<file path="config.mk">
export PLATFORM = sky130hd
export DESIGN_NAME = bpc_pressure
export DESIGN_NICKNAME = d
export VERILOG_FILES = /design/src/baro_pressure_temp_compensation_top_assert.svh /design/src/bpc_pkg.sv /design/src/bpc_pressure.sv
export SDC_FILE = /design/constraint.sdc
export NUM_CORES = 2
export LEC_CHECK = 0
export BUFFER_PORTS_ARGS = -buffer_cell sky130_fd_sc_hd__buf_2
export CORE_MARGIN = 2
export CORE_UTILIZATION = 45
export CTS_BUF_LIST = sky130_fd_sc_hd__clkbuf_8
export DETAILED_ROUTE_END_ITERATION = 10
export GPL_TIMING_DRIVEN = 0
export PLACE_DENSITY = 0.67
export SLEW_MARGIN = 20
export SYNTH_ARGS = -nofsm -noshare
export SYNTH_HDL_FRONTEND = slang
export SYNTH_SLANG_ARGS = --single-unit
</file>
<file path="constraint.sdc">
create_clock -name clk -period 13.2 [get_ports clk]
set_clock_uncertainty 0.05 [all_clocks]
set_input_delay 0.66 -clock clk [delete_from_list [all_inputs] [get_ports clk]]
set_output_delay 0.66 -clock clk [all_outputs]
set_load 0.02 [all_outputs]
</file>
<file path="src/baro_pressure_temp_compensation_top_assert.svh">
// Assertion macros used by the barometer compensation top level.
`ifndef BARO_PRESSURE_TEMP_COMPENSATION_TOP_ASSERT_SVH
`define BARO_PRESSURE_TEMP_COMPENSATION_TOP_ASSERT_SVH

// Condition that must hold at every clock edge outside reset.
`define BPC_ASSERT_COMB(lbl, cond, msg) \
  lbl: assert property (@(posedge clk) disable iff (rst) (cond)) else $error(msg);

// Same-cycle implication, checked outside reset.
`define BPC_ASSERT_IMP(lbl, ante, cons, msg) \
  lbl: assert property (@(posedge clk) disable iff (rst) (ante) |-> (cons)) else $error(msg);

`endif

</file>
<file path="src/bpc_pkg.sv">
// Types and constants for the barometer compensation pipeline.
package bpc_pkg;

  localparam int D_W       = 24;  // raw conversion width
  localparam int CAL_W     = 16;  // calibration word width
  localparam int CFG_IDX_W = 3;   // config register index width
  localparam int DT_W      = 25;  // dT, signed
  localparam int TEMP1_W   = 19;  // first-order TEMP, signed
  localparam int OFF1_W    = 36;  // first-order OFF, signed
  localparam int SENS1_W   = 36;  // first-order SENS, signed
  localparam int T2_W      = 18;  // T2, unsigned
  localparam int SQ_W      = 36;  // squared temperature offsets, unsigned
  localparam int CORR_W    = 40;  // OFF2 / SENS2, unsigned
  localparam int TEMP2_W   = 20;  // corrected TEMP, signed
  localparam int OFF_W     = 42;  // corrected OFF, signed
  localparam int SENS_W    = 42;  // corrected SENS, signed
  localparam int TC_W      = 15;  // temp_centi width
  localparam int PA_W      = 17;  // pressure_pa width

  localparam int TEMP_REF  = 2000;
  localparam int TEMP_KNEE = -1500;
  localparam int TEMP_LO   = -4000;
  localparam int TEMP_HI   = 8500;
  localparam int PRES_LO   = 1000;
  localparam int PRES_HI   = 120000;

  // Calibration register indexes
  localparam logic [CFG_IDX_W-1:0] CAL_C1 = 3'd0;
  localparam logic [CFG_IDX_W-1:0] CAL_C2 = 3'd1;
  localparam logic [CFG_IDX_W-1:0] CAL_C3 = 3'd2;
  localparam logic [CFG_IDX_W-1:0] CAL_C4 = 3'd3;
  localparam logic [CFG_IDX_W-1:0] CAL_C5 = 3'd4;
  localparam logic [CFG_IDX_W-1:0] CAL_C6 = 3'd5;

  typedef struct packed {
    logic [CAL_W-1:0] c1;
    logic [CAL_W-1:0] c2;
    logic [CAL_W-1:0] c3;
    logic [CAL_W-1:0] c4;
    logic [CAL_W-1:0] c5;
    logic [CAL_W-1:0] c6;
  } cal_t;

  // First-order results
  typedef struct packed {
    logic [D_W-1:0]            d1;
    logic signed [TEMP1_W-1:0] temp1;
    logic signed [OFF1_W-1:0]  off1;
    logic signed [SENS1_W-1:0] sens1;
    logic [T2_W-1:0]           t2;
  } first_t;

  // Second-order corrected terms
  typedef struct packed {
    logic [D_W-1:0]            d1;
    logic signed [TEMP2_W-1:0] temp2;
    logic signed [OFF_W-1:0]   off;
    logic signed [SENS_W-1:0]  sens;
  } comp_t;

endpackage

</file>
<file path="src/bpc_pressure.sv">
// Pressure product, shifts and output saturation over four stages.
module bpc_pressure (
  input  logic                          clk,
  input  logic                          rst,
  input  logic                          up_valid,
  output logic                          up_ready,
  input  bpc_pkg::comp_t                up_data,
  output logic                          out_valid,
  input  logic                          out_ready,
  output logic signed [bpc_pkg::TC_W-1:0] temp_centi,
  output logic [bpc_pkg::PA_W-1:0]      pressure_pa,
  output logic                          out_of_range
);
  import bpc_pkg::*;

  localparam int SPLIT = 21;                  // D1*SENS is later shifted by 21
  localparam int PL_W  = D_W + SPLIT;         // D1 * SENS[20:0]
  localparam int PH_W  = D_W + 1 + SENS_W - SPLIT;
  localparam int S_W   = PH_W + 1;
  localparam int Q_W   = S_W + 1;
  localparam int P_W   = Q_W - 15;

  logic [3:0] vld;
  logic [3:0] adv;

  // stage 7
  logic [PL_W-1:SPLIT]       pl_hi;
  logic signed [PH_W-1:0]    ph;
  logic signed [OFF_W-1:0]   off_s7;
  logic signed [TEMP2_W-1:0] temp2_s7;
  // stage 8
  logic signed [S_W-1:0]     s_sum;
  logic signed [OFF_W-1:0]   off_s8;
  logic signed [TEMP2_W-1:0] temp2_s8;
  // stage 9
  logic signed [Q_W-1:0]     q_diff;
  logic signed [TEMP2_W-1:0] temp2_s9;

  logic [PL_W-1:0]           pl_full;
  logic signed [PH_W-1:0]    d1_x;
  logic signed [PH_W-1:0]    sh_x;
  logic signed [P_W-1:0]     p_val;
  logic                      p_lo;
  logic                      p_hi;
  logic                      t_lo;
  logic                      t_hi;
  logic signed [TC_W-1:0]    temp_next;
  logic [PA_W-1:0]           pres_next;

  assign adv[3]    = !vld[3] || out_ready;
  assign adv[2]    = !vld[2] || adv[3];
  assign adv[1]    = !vld[1] || adv[2];
  assign adv[0]    = !vld[0] || adv[1];
  assign up_ready  = adv[0];
  assign out_valid = vld[3];

  always_ff @(posedge clk) begin
    if (rst) begin
      vld <= '0;
    end else begin
      if (adv[0]) vld[0] <= up_valid;
      if (adv[1]) vld[1] <= vld[0];
      if (adv[2]) vld[2] <= vld[1];
      if (adv[3]) vld[3] <= vld[2];
    end
  end

  // D1*SENS split at bit 21: (hi*2^21 + lo) >> 21 == hi + (lo >> 21)
  assign pl_full = PL_W'(up_data.d1) * PL_W'(up_data.sens[SPLIT-1:0]);
  assign d1_x    = PH_W'($signed({1'b0, up_data.d1}));
  assign sh_x    = PH_W'($signed(up_data.sens[SENS_W-1:SPLIT]));

  // final shift and clamp
  assign p_val = q_diff[Q_W-1:15];
  assign p_lo  = p_val < P_W'(PRES_LO);
  assign p_hi  = p_val > P_W'(PRES_HI);
  assign t_lo  = temp2_s9 < TEMP2_W'(TEMP_LO);
  assign t_hi  = temp2_s9 > TEMP2_W'(TEMP_HI);

  always_comb begin
    temp_next = temp2_s9[TC_W-1:0];
    if (t_lo) temp_next = TC_W'(TEMP_LO);
    if (t_hi) temp_next = TC_W'(TEMP_HI);
    pres_next = p_val[PA_W-1:0];
    if (p_lo) pres_next = PA_W'(PRES_LO);
    if (p_hi) pres_next = PA_W'(PRES_HI);
  end

  always_ff @(posedge clk) begin
    if (adv[0]) begin
      pl_hi    <= pl_full[PL_W-1:SPLIT];
      ph       <= d1_x * sh_x;
      off_s7   <= up_data.off;
      temp2_s7 <= up_data.temp2;
    end
    if (adv[1]) begin
      s_sum    <= S_W'(ph) + S_W'($signed({1'b0, pl_hi}));
      off_s8   <= off_s7;
      temp2_s8 <= temp2_s7;
    end
    if (adv[2]) begin
      q_diff   <= Q_W'(s_sum) - Q_W'(off_s8);
      temp2_s9 <= temp2_s8;
    end
    if (adv[3]) begin
      temp_centi   <= temp_next;
      pressure_pa  <= pres_next;
      out_of_range <= p_lo || p_hi || t_lo || t_hi;
    end
  end

endmodule

</file>
==> results.toml <==
[status]
status = "finished clean"

[drt]
drtAntennaViolNets = 0
vias = 34300
drt_pass1_iterations = 5
vias_per_cell = 5.30
drc_errors = 0
wl_per_cell_microns = 21.4
drt_wl_total_microns = 138000
drt_iter0_markers = 2433

[grt]
grt_max_degree = 85
grt_pass1_wl_microns = 210000
antenna_found_initial = 16
grtUsageTotal_pct = 25.8
grt_pass1_vias = 35800
grt-ovfl-total = 0

[hold_path]
hold_end = "temp2_s7[8]"
hold_start = "up_data[92]"
hold_depth = 1
hold_path_class = "in2reg"

[final_layout]
drive_gt1_share_pct = 5.56
final_common_cell = "inv_1"
regArea_sq_um = 9900
n_fill_cell = 9935
fin_nets = 6405
area_growth_pct = 7.51
final_cell_mix = "inv_1, fa_1, nand2_1"
multi_input_area_sq_um = 33000
layout.cells.non_filler = 6468

[critical_path]
end_kind = "register"
r2r-start = "s_sum[8]"
cp_data_arrival_time_ns = 8.68
r2r-end = "q_diff[41]"
r2r_slack_ns = 9.89
cp_max_fo = 10
reg2reg_depth = 10
criticalPathCategory = "in2reg"
required_ns = 13.40
worstSetupStartpointType = "primary input"

[placement]
portBuffers = 166
gp_congestion = 0.992
dp_slack_ns = 4.34
dp_hpwl_microns = 115000
dp.cells = 6380

[synthesis]
ys_seq_area_share_pct = 20.8
synthesis.area_sq_um = 47600
async_flop_share_pct = 0
syn_nets = 6187
synth-main-ff-cell = "edfxtp_1"
synth.yosys.warnings = 0
ys_types = 89
synth-edff-count = 327
ys_ff_latch = 331
netlist_instances = 4819
syn_avg_cell_area_sq_um = 9.89

[timing]
slew_headroom_pct = 17.4
setup_violations = 0
fin_ws_ns = 4.72
hold_ws_ns = 0.196
fmax_ghz = 0.118
rsz0062_at_grt = "false"
hold_violations = 0
fin_crit_ns = 8.48
fin_crit_sh_pct = 64.3
tns_ns = 0
tightest_slew_ns = 1.24
slew_violations = 0

[clock_network]
cts_buffer_depth = 3
cts_sinks = 331
path_clk_slew_ns = 0.06
htree_levels = 2
ctsResizeCount = 0
holdBufCountCts = 0
clk_latency_ns = 0.59
cts_root_buf = "clkbuf_8"
cts_setup_buffers = 0
numCtsBuffers = 46
cts_tree = "done"

[job]
maxCapViolCount = 0

[floorplan]
initial_core_util_pct = 45.3
die_height_microns = 329
die_width_microns = 329
die-area_sq_um = 109000
rows = 119
core_sq_um = 105000
num_io_pins = 167
[cell type report]
class	count	area share [%]
Multi-Input combinational cell	3229	64.5
Sequential cell	331	19.3
Inverter	1045	7.67
Tap cell	1391	3.40
Timing Repair Buffer	170	1.81
Buffer	214	1.59
Clock buffer	46	1.24
Clock inverter	36	0.481
Antenna cell	6	0.0293
[per-layer routing]
metal | up-vias | routed length, microns | global-route usage [%]
li1 | 15300 | - | -
met3 | 352 | 12300 | 5.11
met4 | 6 | 7860 | 12.5
met5 | - | 37 | 0
met2 | 1477 | 64100 | 42.5
met1 | 17200 | 53900 | 32.7
[cell usage after synthesis, types with 17 or more instances]
library cell | instances | share of area, %
inv_1 | 1045 | 8.2
fa_1 | 831 | 35
nand2_1 | 626 | 4.9
and2_1 | 471 | 6.2
ha_1 | 405 | 11
edfxtp_1 | 327 | 21
clkbuf_1 | 207 | 1.6
a21oi_1 | 132 | 1.4
nor2_1 | 101 | 0.80
a21o_1 | 93 | 1.5
xnor2_1 | 71 | 1.3
xor2_1 | 68 | 1.2
o21ai_0 | 64 | 0.67
nand3_1 | 35 | 0.37
nor2b_1 | 31 | 0.41
nand2b_1 | 28 | 0.37
nand4_1 | 24 | 0.32
and3_1 | 23 | 0.30
o21bai_1 | 22 | 0.35
o21a_1 | 17 | 0.27
[cells by family after synthesis]
logic type	Yosys count	synth area share, %
and+or+nand+nor	1407	14.7
buffers and inverters	1259	9.94
adders and majority gates	1236	45.5
AOI/OAI and AO/OA	445	6.42
DFF	331	20.8
xor gates and xnor gates	139	2.56
muxes	2	0.0420
[metrics by stage]
stage	util [%]	area, sq um
after CTS	48.7	51200
after global routing	48.7	51200
after detailed placement	47.9	50300
after global placement	47.8	50200
after floorplan	-	47600
final	48.7	51200
[flip-flops by register name (all words and copies together), names as in the netlist]
register      flops
temp_centi       15
pl_hi            24
temp2_s8         20
off_s8           42
off_s7           42
q_diff           33
temp2_s9         20
pressure_pa      17
temp2_s7         20
s_sum            47
out_of_range      1
vld               4
ph               46
[worst max-delay path by stage]
stage / start / slack [ns] / cells past startpoint / endpoint
floorplan: up_data[26] / 6.20 / 24 / ph[39]
global placement: up_data[119] / 4.35 / 22 / pl_hi[43]
detailed placement: up_data[110] / 4.34 / 26 / ph[44]
CTS: up_data[110] / 4.95 / 26 / ph[44]
global route: up_data[113] / 4.55 / 24 / pl_hi[43]
finish: up_data[113] / 4.72 / 24 / pl_hi[43]
[worst max-delay path, stage by stage]
cell,delay (ns)
buf_2,0.29
clkbuf_1,0.79
and2_1,0.26
fa_1,0.45
fa_1,0.52
inv_1,0.05
fa_1,0.48
inv_1,0.05
fa_1,0.50
inv_1,0.05
fa_1,0.48
fa_1,0.49
inv_1,0.05
fa_1,0.44
ha_1,0.30
nand4_1,0.17
nor2_1,0.07
a211o_1,0.31
a31oi_2,0.38
o21ai_2,0.18
a311oi_1,0.55
or3b_1,0.24
nand2b_1,0.10
a221oi_1,0.78
Power is not shown: default switching activity piles up to over one toggle a cycle in this logic, so the estimate is an artifact.
