==> src/baro_pressure_temp_compensation_top_assert.svh <==
// Assertion macros used by the barometer compensation top level.
`ifndef BARO_PRESSURE_TEMP_COMPENSATION_TOP_ASSERT_SVH
`define BARO_PRESSURE_TEMP_COMPENSATION_TOP_ASSERT_SVH

// Condition that must hold at every clock edge outside reset.
`define BPC_ASSERT_COMB(lbl, cond, msg) \
  lbl: assert property (@(posedge clk) disable iff (rst) (cond)) else $error(msg);

// Same-cycle implication, checked outside reset.
`define BPC_ASSERT_IMP(lbl, ante, cons, msg) \
  lbl: assert property (@(posedge clk) disable iff (rst) (ante) |-> (cons)) else $error(msg);

`endif

==> src/bpc_pkg.sv <==
// Types and constants for the barometer compensation pipeline.
package bpc_pkg;

  localparam int D_W       = 24;  // raw conversion width
  localparam int CAL_W     = 16;  // calibration word width
  localparam int CFG_IDX_W = 3;   // config register index width
  localparam int DT_W      = 25;  // dT, signed
  localparam int TEMP1_W   = 19;  // first-order TEMP, signed
  localparam int OFF1_W    = 36;  // first-order OFF, signed
  localparam int SENS1_W   = 36;  // first-order SENS, signed
  localparam int T2_W      = 18;  // T2, unsigned
  localparam int SQ_W      = 36;  // squared temperature offsets, unsigned
  localparam int CORR_W    = 40;  // OFF2 / SENS2, unsigned
  localparam int TEMP2_W   = 20;  // corrected TEMP, signed
  localparam int OFF_W     = 42;  // corrected OFF, signed
  localparam int SENS_W    = 42;  // corrected SENS, signed
  localparam int TC_W      = 15;  // temp_centi width
  localparam int PA_W      = 17;  // pressure_pa width

  localparam int TEMP_REF  = 2000;
  localparam int TEMP_KNEE = -1500;
  localparam int TEMP_LO   = -4000;
  localparam int TEMP_HI   = 8500;
  localparam int PRES_LO   = 1000;
  localparam int PRES_HI   = 120000;

  // Calibration register indexes
  localparam logic [CFG_IDX_W-1:0] CAL_C1 = 3'd0;
  localparam logic [CFG_IDX_W-1:0] CAL_C2 = 3'd1;
  localparam logic [CFG_IDX_W-1:0] CAL_C3 = 3'd2;
  localparam logic [CFG_IDX_W-1:0] CAL_C4 = 3'd3;
  localparam logic [CFG_IDX_W-1:0] CAL_C5 = 3'd4;
  localparam logic [CFG_IDX_W-1:0] CAL_C6 = 3'd5;

  typedef struct packed {
    logic [CAL_W-1:0] c1;
    logic [CAL_W-1:0] c2;
    logic [CAL_W-1:0] c3;
    logic [CAL_W-1:0] c4;
    logic [CAL_W-1:0] c5;
    logic [CAL_W-1:0] c6;
  } cal_t;

  // First-order results
  typedef struct packed {
    logic [D_W-1:0]            d1;
    logic signed [TEMP1_W-1:0] temp1;
    logic signed [OFF1_W-1:0]  off1;
    logic signed [SENS1_W-1:0] sens1;
    logic [T2_W-1:0]           t2;
  } first_t;

  // Second-order corrected terms
  typedef struct packed {
    logic [D_W-1:0]            d1;
    logic signed [TEMP2_W-1:0] temp2;
    logic signed [OFF_W-1:0]   off;
    logic signed [SENS_W-1:0]  sens;
  } comp_t;

endpackage

==> src/bpc_second_order.sv <==
// Second-order correction below 20.00 C and -15.00 C over three stages.
module bpc_second_order (
  input  logic            clk,
  input  logic            rst,
  input  logic            up_valid,
  output logic            up_ready,
  input  bpc_pkg::first_t up_data,
  output logic            dn_valid,
  input  logic            dn_ready,
  output bpc_pkg::comp_t  dn_data
);
  import bpc_pkg::*;

  localparam int SQX_W = 2 * TEMP1_W;

  logic [2:0] vld;
  logic [2:0] adv;

  // stage 4
  first_t                    f_s4;
  logic [SQ_W-1:0]           a_sq;
  logic [SQ_W-1:0]           b_sq;
  logic                      lt_ref;
  logic                      lt_knee;
  // stage 5
  logic [D_W-1:0]            d1_s5;
  logic signed [OFF1_W-1:0]  off1_s5;
  logic signed [SENS1_W-1:0] sens1_s5;
  logic signed [TEMP2_W-1:0] temp2_s5;
  logic [CORR_W-1:0]         off2;
  logic [CORR_W-1:0]         sens2;
  // stage 6
  comp_t                     res;

  logic signed [TEMP1_W-1:0] dm;
  logic signed [TEMP1_W-1:0] dp;
  logic signed [SQX_W-1:0]   dm_x;
  logic signed [SQX_W-1:0]   dp_x;
  logic signed [SQX_W-1:0]   a_full;
  logic signed [SQX_W-1:0]   b_full;
  logic [CORR_W-1:0]         a_w;
  logic [CORR_W-1:0]         b_w;
  logic [CORR_W-1:0]         five_a;
  logic [CORR_W-1:0]         seven_b;
  logic [CORR_W-1:0]         eleven_b;
  logic [CORR_W-1:0]         off2_next;
  logic [CORR_W-1:0]         sens2_next;
  logic signed [TEMP2_W-1:0] t2_sub;

  assign adv[2]   = !vld[2] || dn_ready;
  assign adv[1]   = !vld[1] || adv[2];
  assign adv[0]   = !vld[0] || adv[1];
  assign up_ready = adv[0];
  assign dn_valid = vld[2];
  assign dn_data  = res;

  always_ff @(posedge clk) begin
    if (rst) begin
      vld <= '0;
    end else begin
      if (adv[0]) vld[0] <= up_valid;
      if (adv[1]) vld[1] <= vld[0];
      if (adv[2]) vld[2] <= vld[1];
    end
  end

  // squares of TEMP-2000 and TEMP+1500
  assign dm     = up_data.temp1 - TEMP1_W'(TEMP_REF);
  assign dp     = up_data.temp1 - TEMP1_W'(TEMP_KNEE);
  assign dm_x   = SQX_W'(dm);
  assign dp_x   = SQX_W'(dp);
  assign a_full = dm_x * dm_x;
  assign b_full = dp_x * dp_x;

  // constant multiples by shift and add
  assign a_w      = CORR_W'(a_sq);
  assign b_w      = CORR_W'(b_sq);
  assign five_a   = (a_w << 2) + a_w;
  assign seven_b  = (b_w << 3) - b_w;
  assign eleven_b = (b_w << 3) + (b_w << 1) + b_w;

  always_comb begin
    off2_next  = '0;
    sens2_next = '0;
    t2_sub     = '0;
    if (lt_ref) begin
      off2_next  = five_a >> 1;
      sens2_next = five_a >> 2;
      t2_sub     = $signed({2'b00, f_s4.t2});
      if (lt_knee) begin
        off2_next  = (five_a >> 1) + seven_b;
        sens2_next = (five_a >> 2) + (eleven_b >> 1);
      end
    end
  end

  always_ff @(posedge clk) begin
    if (adv[0]) begin
      f_s4    <= up_data;
      a_sq    <= a_full[SQ_W-1:0];
      b_sq    <= b_full[SQ_W-1:0];
      lt_ref  <= up_data.temp1 < TEMP1_W'(TEMP_REF);
      lt_knee <= up_data.temp1 < TEMP1_W'(TEMP_KNEE);
    end
    if (adv[1]) begin
      d1_s5    <= f_s4.d1;
      off1_s5  <= f_s4.off1;
      sens1_s5 <= f_s4.sens1;
      temp2_s5 <= TEMP2_W'(f_s4.temp1) - t2_sub;
      off2     <= off2_next;
      sens2    <= sens2_next;
    end
    if (adv[2]) begin
      res.d1    <= d1_s5;
      res.temp2 <= temp2_s5;
      res.off   <= OFF_W'(off1_s5) - $signed({2'b00, off2});
      res.sens  <= SENS_W'(sens1_s5) - $signed({2'b00, sens2});
    end
  end

endmodule

==> config.mk <==
export PLATFORM = sky130hd
export DESIGN_NAME = bpc_second_order
export DESIGN_NICKNAME = d
export VERILOG_FILES = /design/src/baro_pressure_temp_compensation_top_assert.svh /design/src/bpc_pkg.sv /design/src/bpc_second_order.sv
export SDC_FILE = /design/constraint.sdc
export NUM_CORES = 2
export LEC_CHECK = 0
export BUFFER_PORTS_ARGS = -buffer_cell sky130_fd_sc_hd__buf_2
export CAP_MARGIN = 20
export CORE_MARGIN = 2
export CORE_UTILIZATION = 46
export CTS_CLUSTER_DIAMETER = 100
export CTS_CLUSTER_SIZE = 30
export DETAILED_ROUTE_END_ITERATION = 8
export PLACE_DENSITY = 0.66
export SYNTH_ARGS = -nofsm -noshare
export SYNTH_HDL_FRONTEND = slang
export SYNTH_SLANG_ARGS = --single-unit
==> constraint.sdc <==
create_clock -name clk -period 16.15 [get_ports clk]
set_input_delay 1.615 -clock clk [delete_from_list [all_inputs] [get_ports clk]]
set_output_delay 1.615 -clock clk [all_outputs]
set_load 0.05 [all_outputs]
==> run summary <==
CP startpoint - up_data[92]
Setup TNS - 0 ps
Die ar. - 122,000 µm²
Total gr overflow - 0
Clk pin slew, worst setup/hold paths - 100 ps
Vias per inst - 5.26
Synthesized Nets - 6,555
WL final - 129,000 µm
Crit Path Class - input port to register
#FFs+latches synth - 529
Initial antenna violation count - 5
CP Data Arrival Time - 11,660 ps
Max cap viols - 0
Largest net degree at the start of global routing - 127
Clk Latency, worst-skew pair - 660 ps
Most common cell after layout, fill and taps aside - inv_1
Row count - 126
R2r setup slk - 9290 ps
Inserted Diodes - 0
DR vias - 37,000
Starting density of the core - 0.463
Slew headroom - 0.333
Hold Fails Final Rpt - 0
Die width - 349 µm
Max Fclk - 0.0890 GHz
Startpoint Class - input port
Crit path top cell by count - fa_1
DRT antenna net count - 0
DR DRC count - 0
# setup viols final - 0
Register area - 15,900 µm²
Syn Inst Count - 5,223
Least-Margin Pin Slew - 1000 ps
HPWL after DPL - 106,000 µm
DR WL/cell - 18.4 µm
PortBufs - 266
H-tree levels - 1
Tcrit/Tclk final - 0.695
Worst R2R Path Depth - 22
All-Layer GR Usage - 0.215
Synth Area per Inst - 10.5 µm²
Core Box Area - 118,000 µm²
Filler Cell Count - 10,700
Worst R2R End - off2[37]
Synthesis-to-layout area growth - 7.73%
Synth async-reset ratio - 0
R2r startpoint - a_sq[2]
CTS Hold Bufs - 0
CTS Buffer Depth - 3
Max-slew violation count - 0
DR pass1 iterations - 6
Status - complete, no violations
Most frequent cells in the layout - inv_1, fa_1, edfxtp_1
CP required - 16,580 ps
Worst Setup EP - b_sq[33]
CTS buffer count - 27
Setup repair bufs after CTS - 0
Slowest stage cell, crit path - inv_1
CTS Sinks - 529
Hold Path Class - register to register
CP Capture Type - register
Post-synth EDFFs - 526
Die Ht - 349 µm
Vias in the first global route - 38,800
Clk root buf - clkbuf_16
Layout cell share with drive strength beyond 1 - 0.0767
CTS tree - done
Multi-input logic area - 34,500 µm²
Netlist Area Pre-Place - 54,700 µm²
I/O pin count - 267
Post-synthesis sequential area ratio - 0.290
Nets@finish - 6,799
Final min period - 11,230 ps
Initial DRC count - 2,005
Clk_skew - 31.2 ps
GP Congestion - 0.954
First-pass GRT wire length - 206,000 µm
Post-CTS Resized - 0
RSZ-0062 raised after global routing - no
Most used DFF post-synth - edfxtp_1
Largest stage delay, worst path - 670 ps
Synth unique cells - 100
Final Util - 0.499
Synth warn - 0
Crit path max fanout - 33
cells by family (layout without fill, tap and decap cells):
logic type / after synthesis / after routing / share of synthesized area
AND/OR/NAND/NOR: 1105 / 1105 / 0.0938
flip-flops: 529 / 529 / 0.290
buffers and inverters: 1151 / 1416 / 0.0791
other: 1 / 1 / 0.0000686
adder cells (fa/ha/maj): 1195 / 1195 / 0.372
AO/OA/AOI/OAI: 908 / 908 / 0.111
multiplexers: 9 / 9 / 0.00167
XOR/XNOR: 325 / 325 / 0.0524
final cells by class:
type                    count  share of cell area
multi-input cells        3543               0.586
inverters                1061              0.0679
flip-flops and latches    529               0.269
repair buffers            305              0.0278
clock buffers              36              0.0124
clock inverters            14             0.00368
well taps                1536              0.0326
per-stage QoR:
| step | area, µm² | hold WS [ps] | worst slack (ps) | cells |
|---|---|---|---|---|
| 2_1_floorplan | 54700 | 400 | 6490 | 5223 |
| 3_3_place_gp | 57900 | 400 | 4770 | 6974 |
| 3_5_place_dp | 57900 | 405 | 4300 | 6974 |
| 4_1_cts | 58900 | 417 | 5020 | 7024 |
| 5_1_grt | 58900 | 415 | 4290 | 7024 |
| 6_report | 58900 | 411 | 4920 | 7024 |
worst min-delay path by stage:
stage                start           to  slack, ps  depth (start not counted)
2_1_floorplan    f_s4[109]     d1_s5[0]        400                          0
3_3_place_gp     f_s4[111]     d1_s5[2]        400                          0
3_5_place_dp     f_s4[129]    d1_s5[20]        400                          0
4_1_cts        temp2_s5[0]  dn_data[84]        420                          0
5_1_grt        temp2_s5[0]  dn_data[84]        420                          0
6_report       temp2_s5[0]  dn_data[84]        410                          0
cell usage after synthesis, drive strengths merged (7+ instances only):
| cell | n | area (µm²) |
|---|---|---|
| a2111oi | 7 | 92.6 |
| a211o | 8 | 70.1 |
| a211oi | 28 | 225 |
| a21boi | 30 | 225 |
| a21o | 148 | 1110 |
| a21oi | 261 | 1330 |
| a221oi | 9 | 85.1 |
| a22o | 11 | 96.3 |
| a31o | 9 | 78.8 |
| a31oi | 29 | 194 |
| a41oi | 7 | 61.3 |
| and2 | 32 | 200 |
| and3 | 23 | 144 |
| buf | 15 | 60.1 |
| clkbuf | 75 | 282 |
| edfxtp | 526 | 15800 |
| fa | 713 | 14300 |
| ha | 482 | 6030 |
| inv | 1056 | 3960 |
| mux2i | 8 | 80.1 |
| nand2 | 351 | 1320 |
| nand2b | 68 | 425 |
| nand3 | 56 | 280 |
| nand3b | 10 | 75.1 |
| nand4 | 31 | 194 |
| nor2 | 333 | 1250 |
| nor2b | 78 | 488 |
| nor3 | 54 | 275 |
| nor4 | 7 | 43.8 |
| o211ai | 14 | 110 |
| o21a | 47 | 360 |
| o21ai | 161 | 817 |
| o21bai | 41 | 308 |
| o22ai | 8 | 50.1 |
| o31a | 9 | 78.8 |
| o31ai | 24 | 214 |
| or2 | 13 | 81.3 |
| or3 | 25 | 156 |
| xnor2 | 223 | 1970 |
| xor2 | 102 | 893 |
flip-flops by register name, indices dropped and copies added (netlist names), 3 cells and up:
| name | cells |
|---|---|
| b_sq | 33 |
| off2 | 40 |
| sens2 | 40 |
| temp2_s5 | 20 |
| f_s4 | 133 |
| vld | 3 |
| a_sq | 34 |
| sens1_s5 | 36 |
| off1_s5 | 36 |
| dn_data | 128 |
| d1_s5 | 24 |
routing by layer:
layer  up-vias  GRT usage  share of wire
met3       178     0.0261          0.050
met1     18200      0.282           0.44
met4         6     0.0524          0.026
met5         -          0        0.00031
li1      17700          -              -
met2       926      0.378           0.49
critical path, delay by kind of cell:
kind	cells	cell delay, ps
adders and majority gates	9	3840
AOI/OAI and AO/OA	10	3100
buffers and inverters	7	1700
and+or+nand+nor	3	690
xor gates and xnor gates	2	680
Power is not shown: default switching activity piles up to over one toggle a cycle in this logic, so the estimate is an artifact.
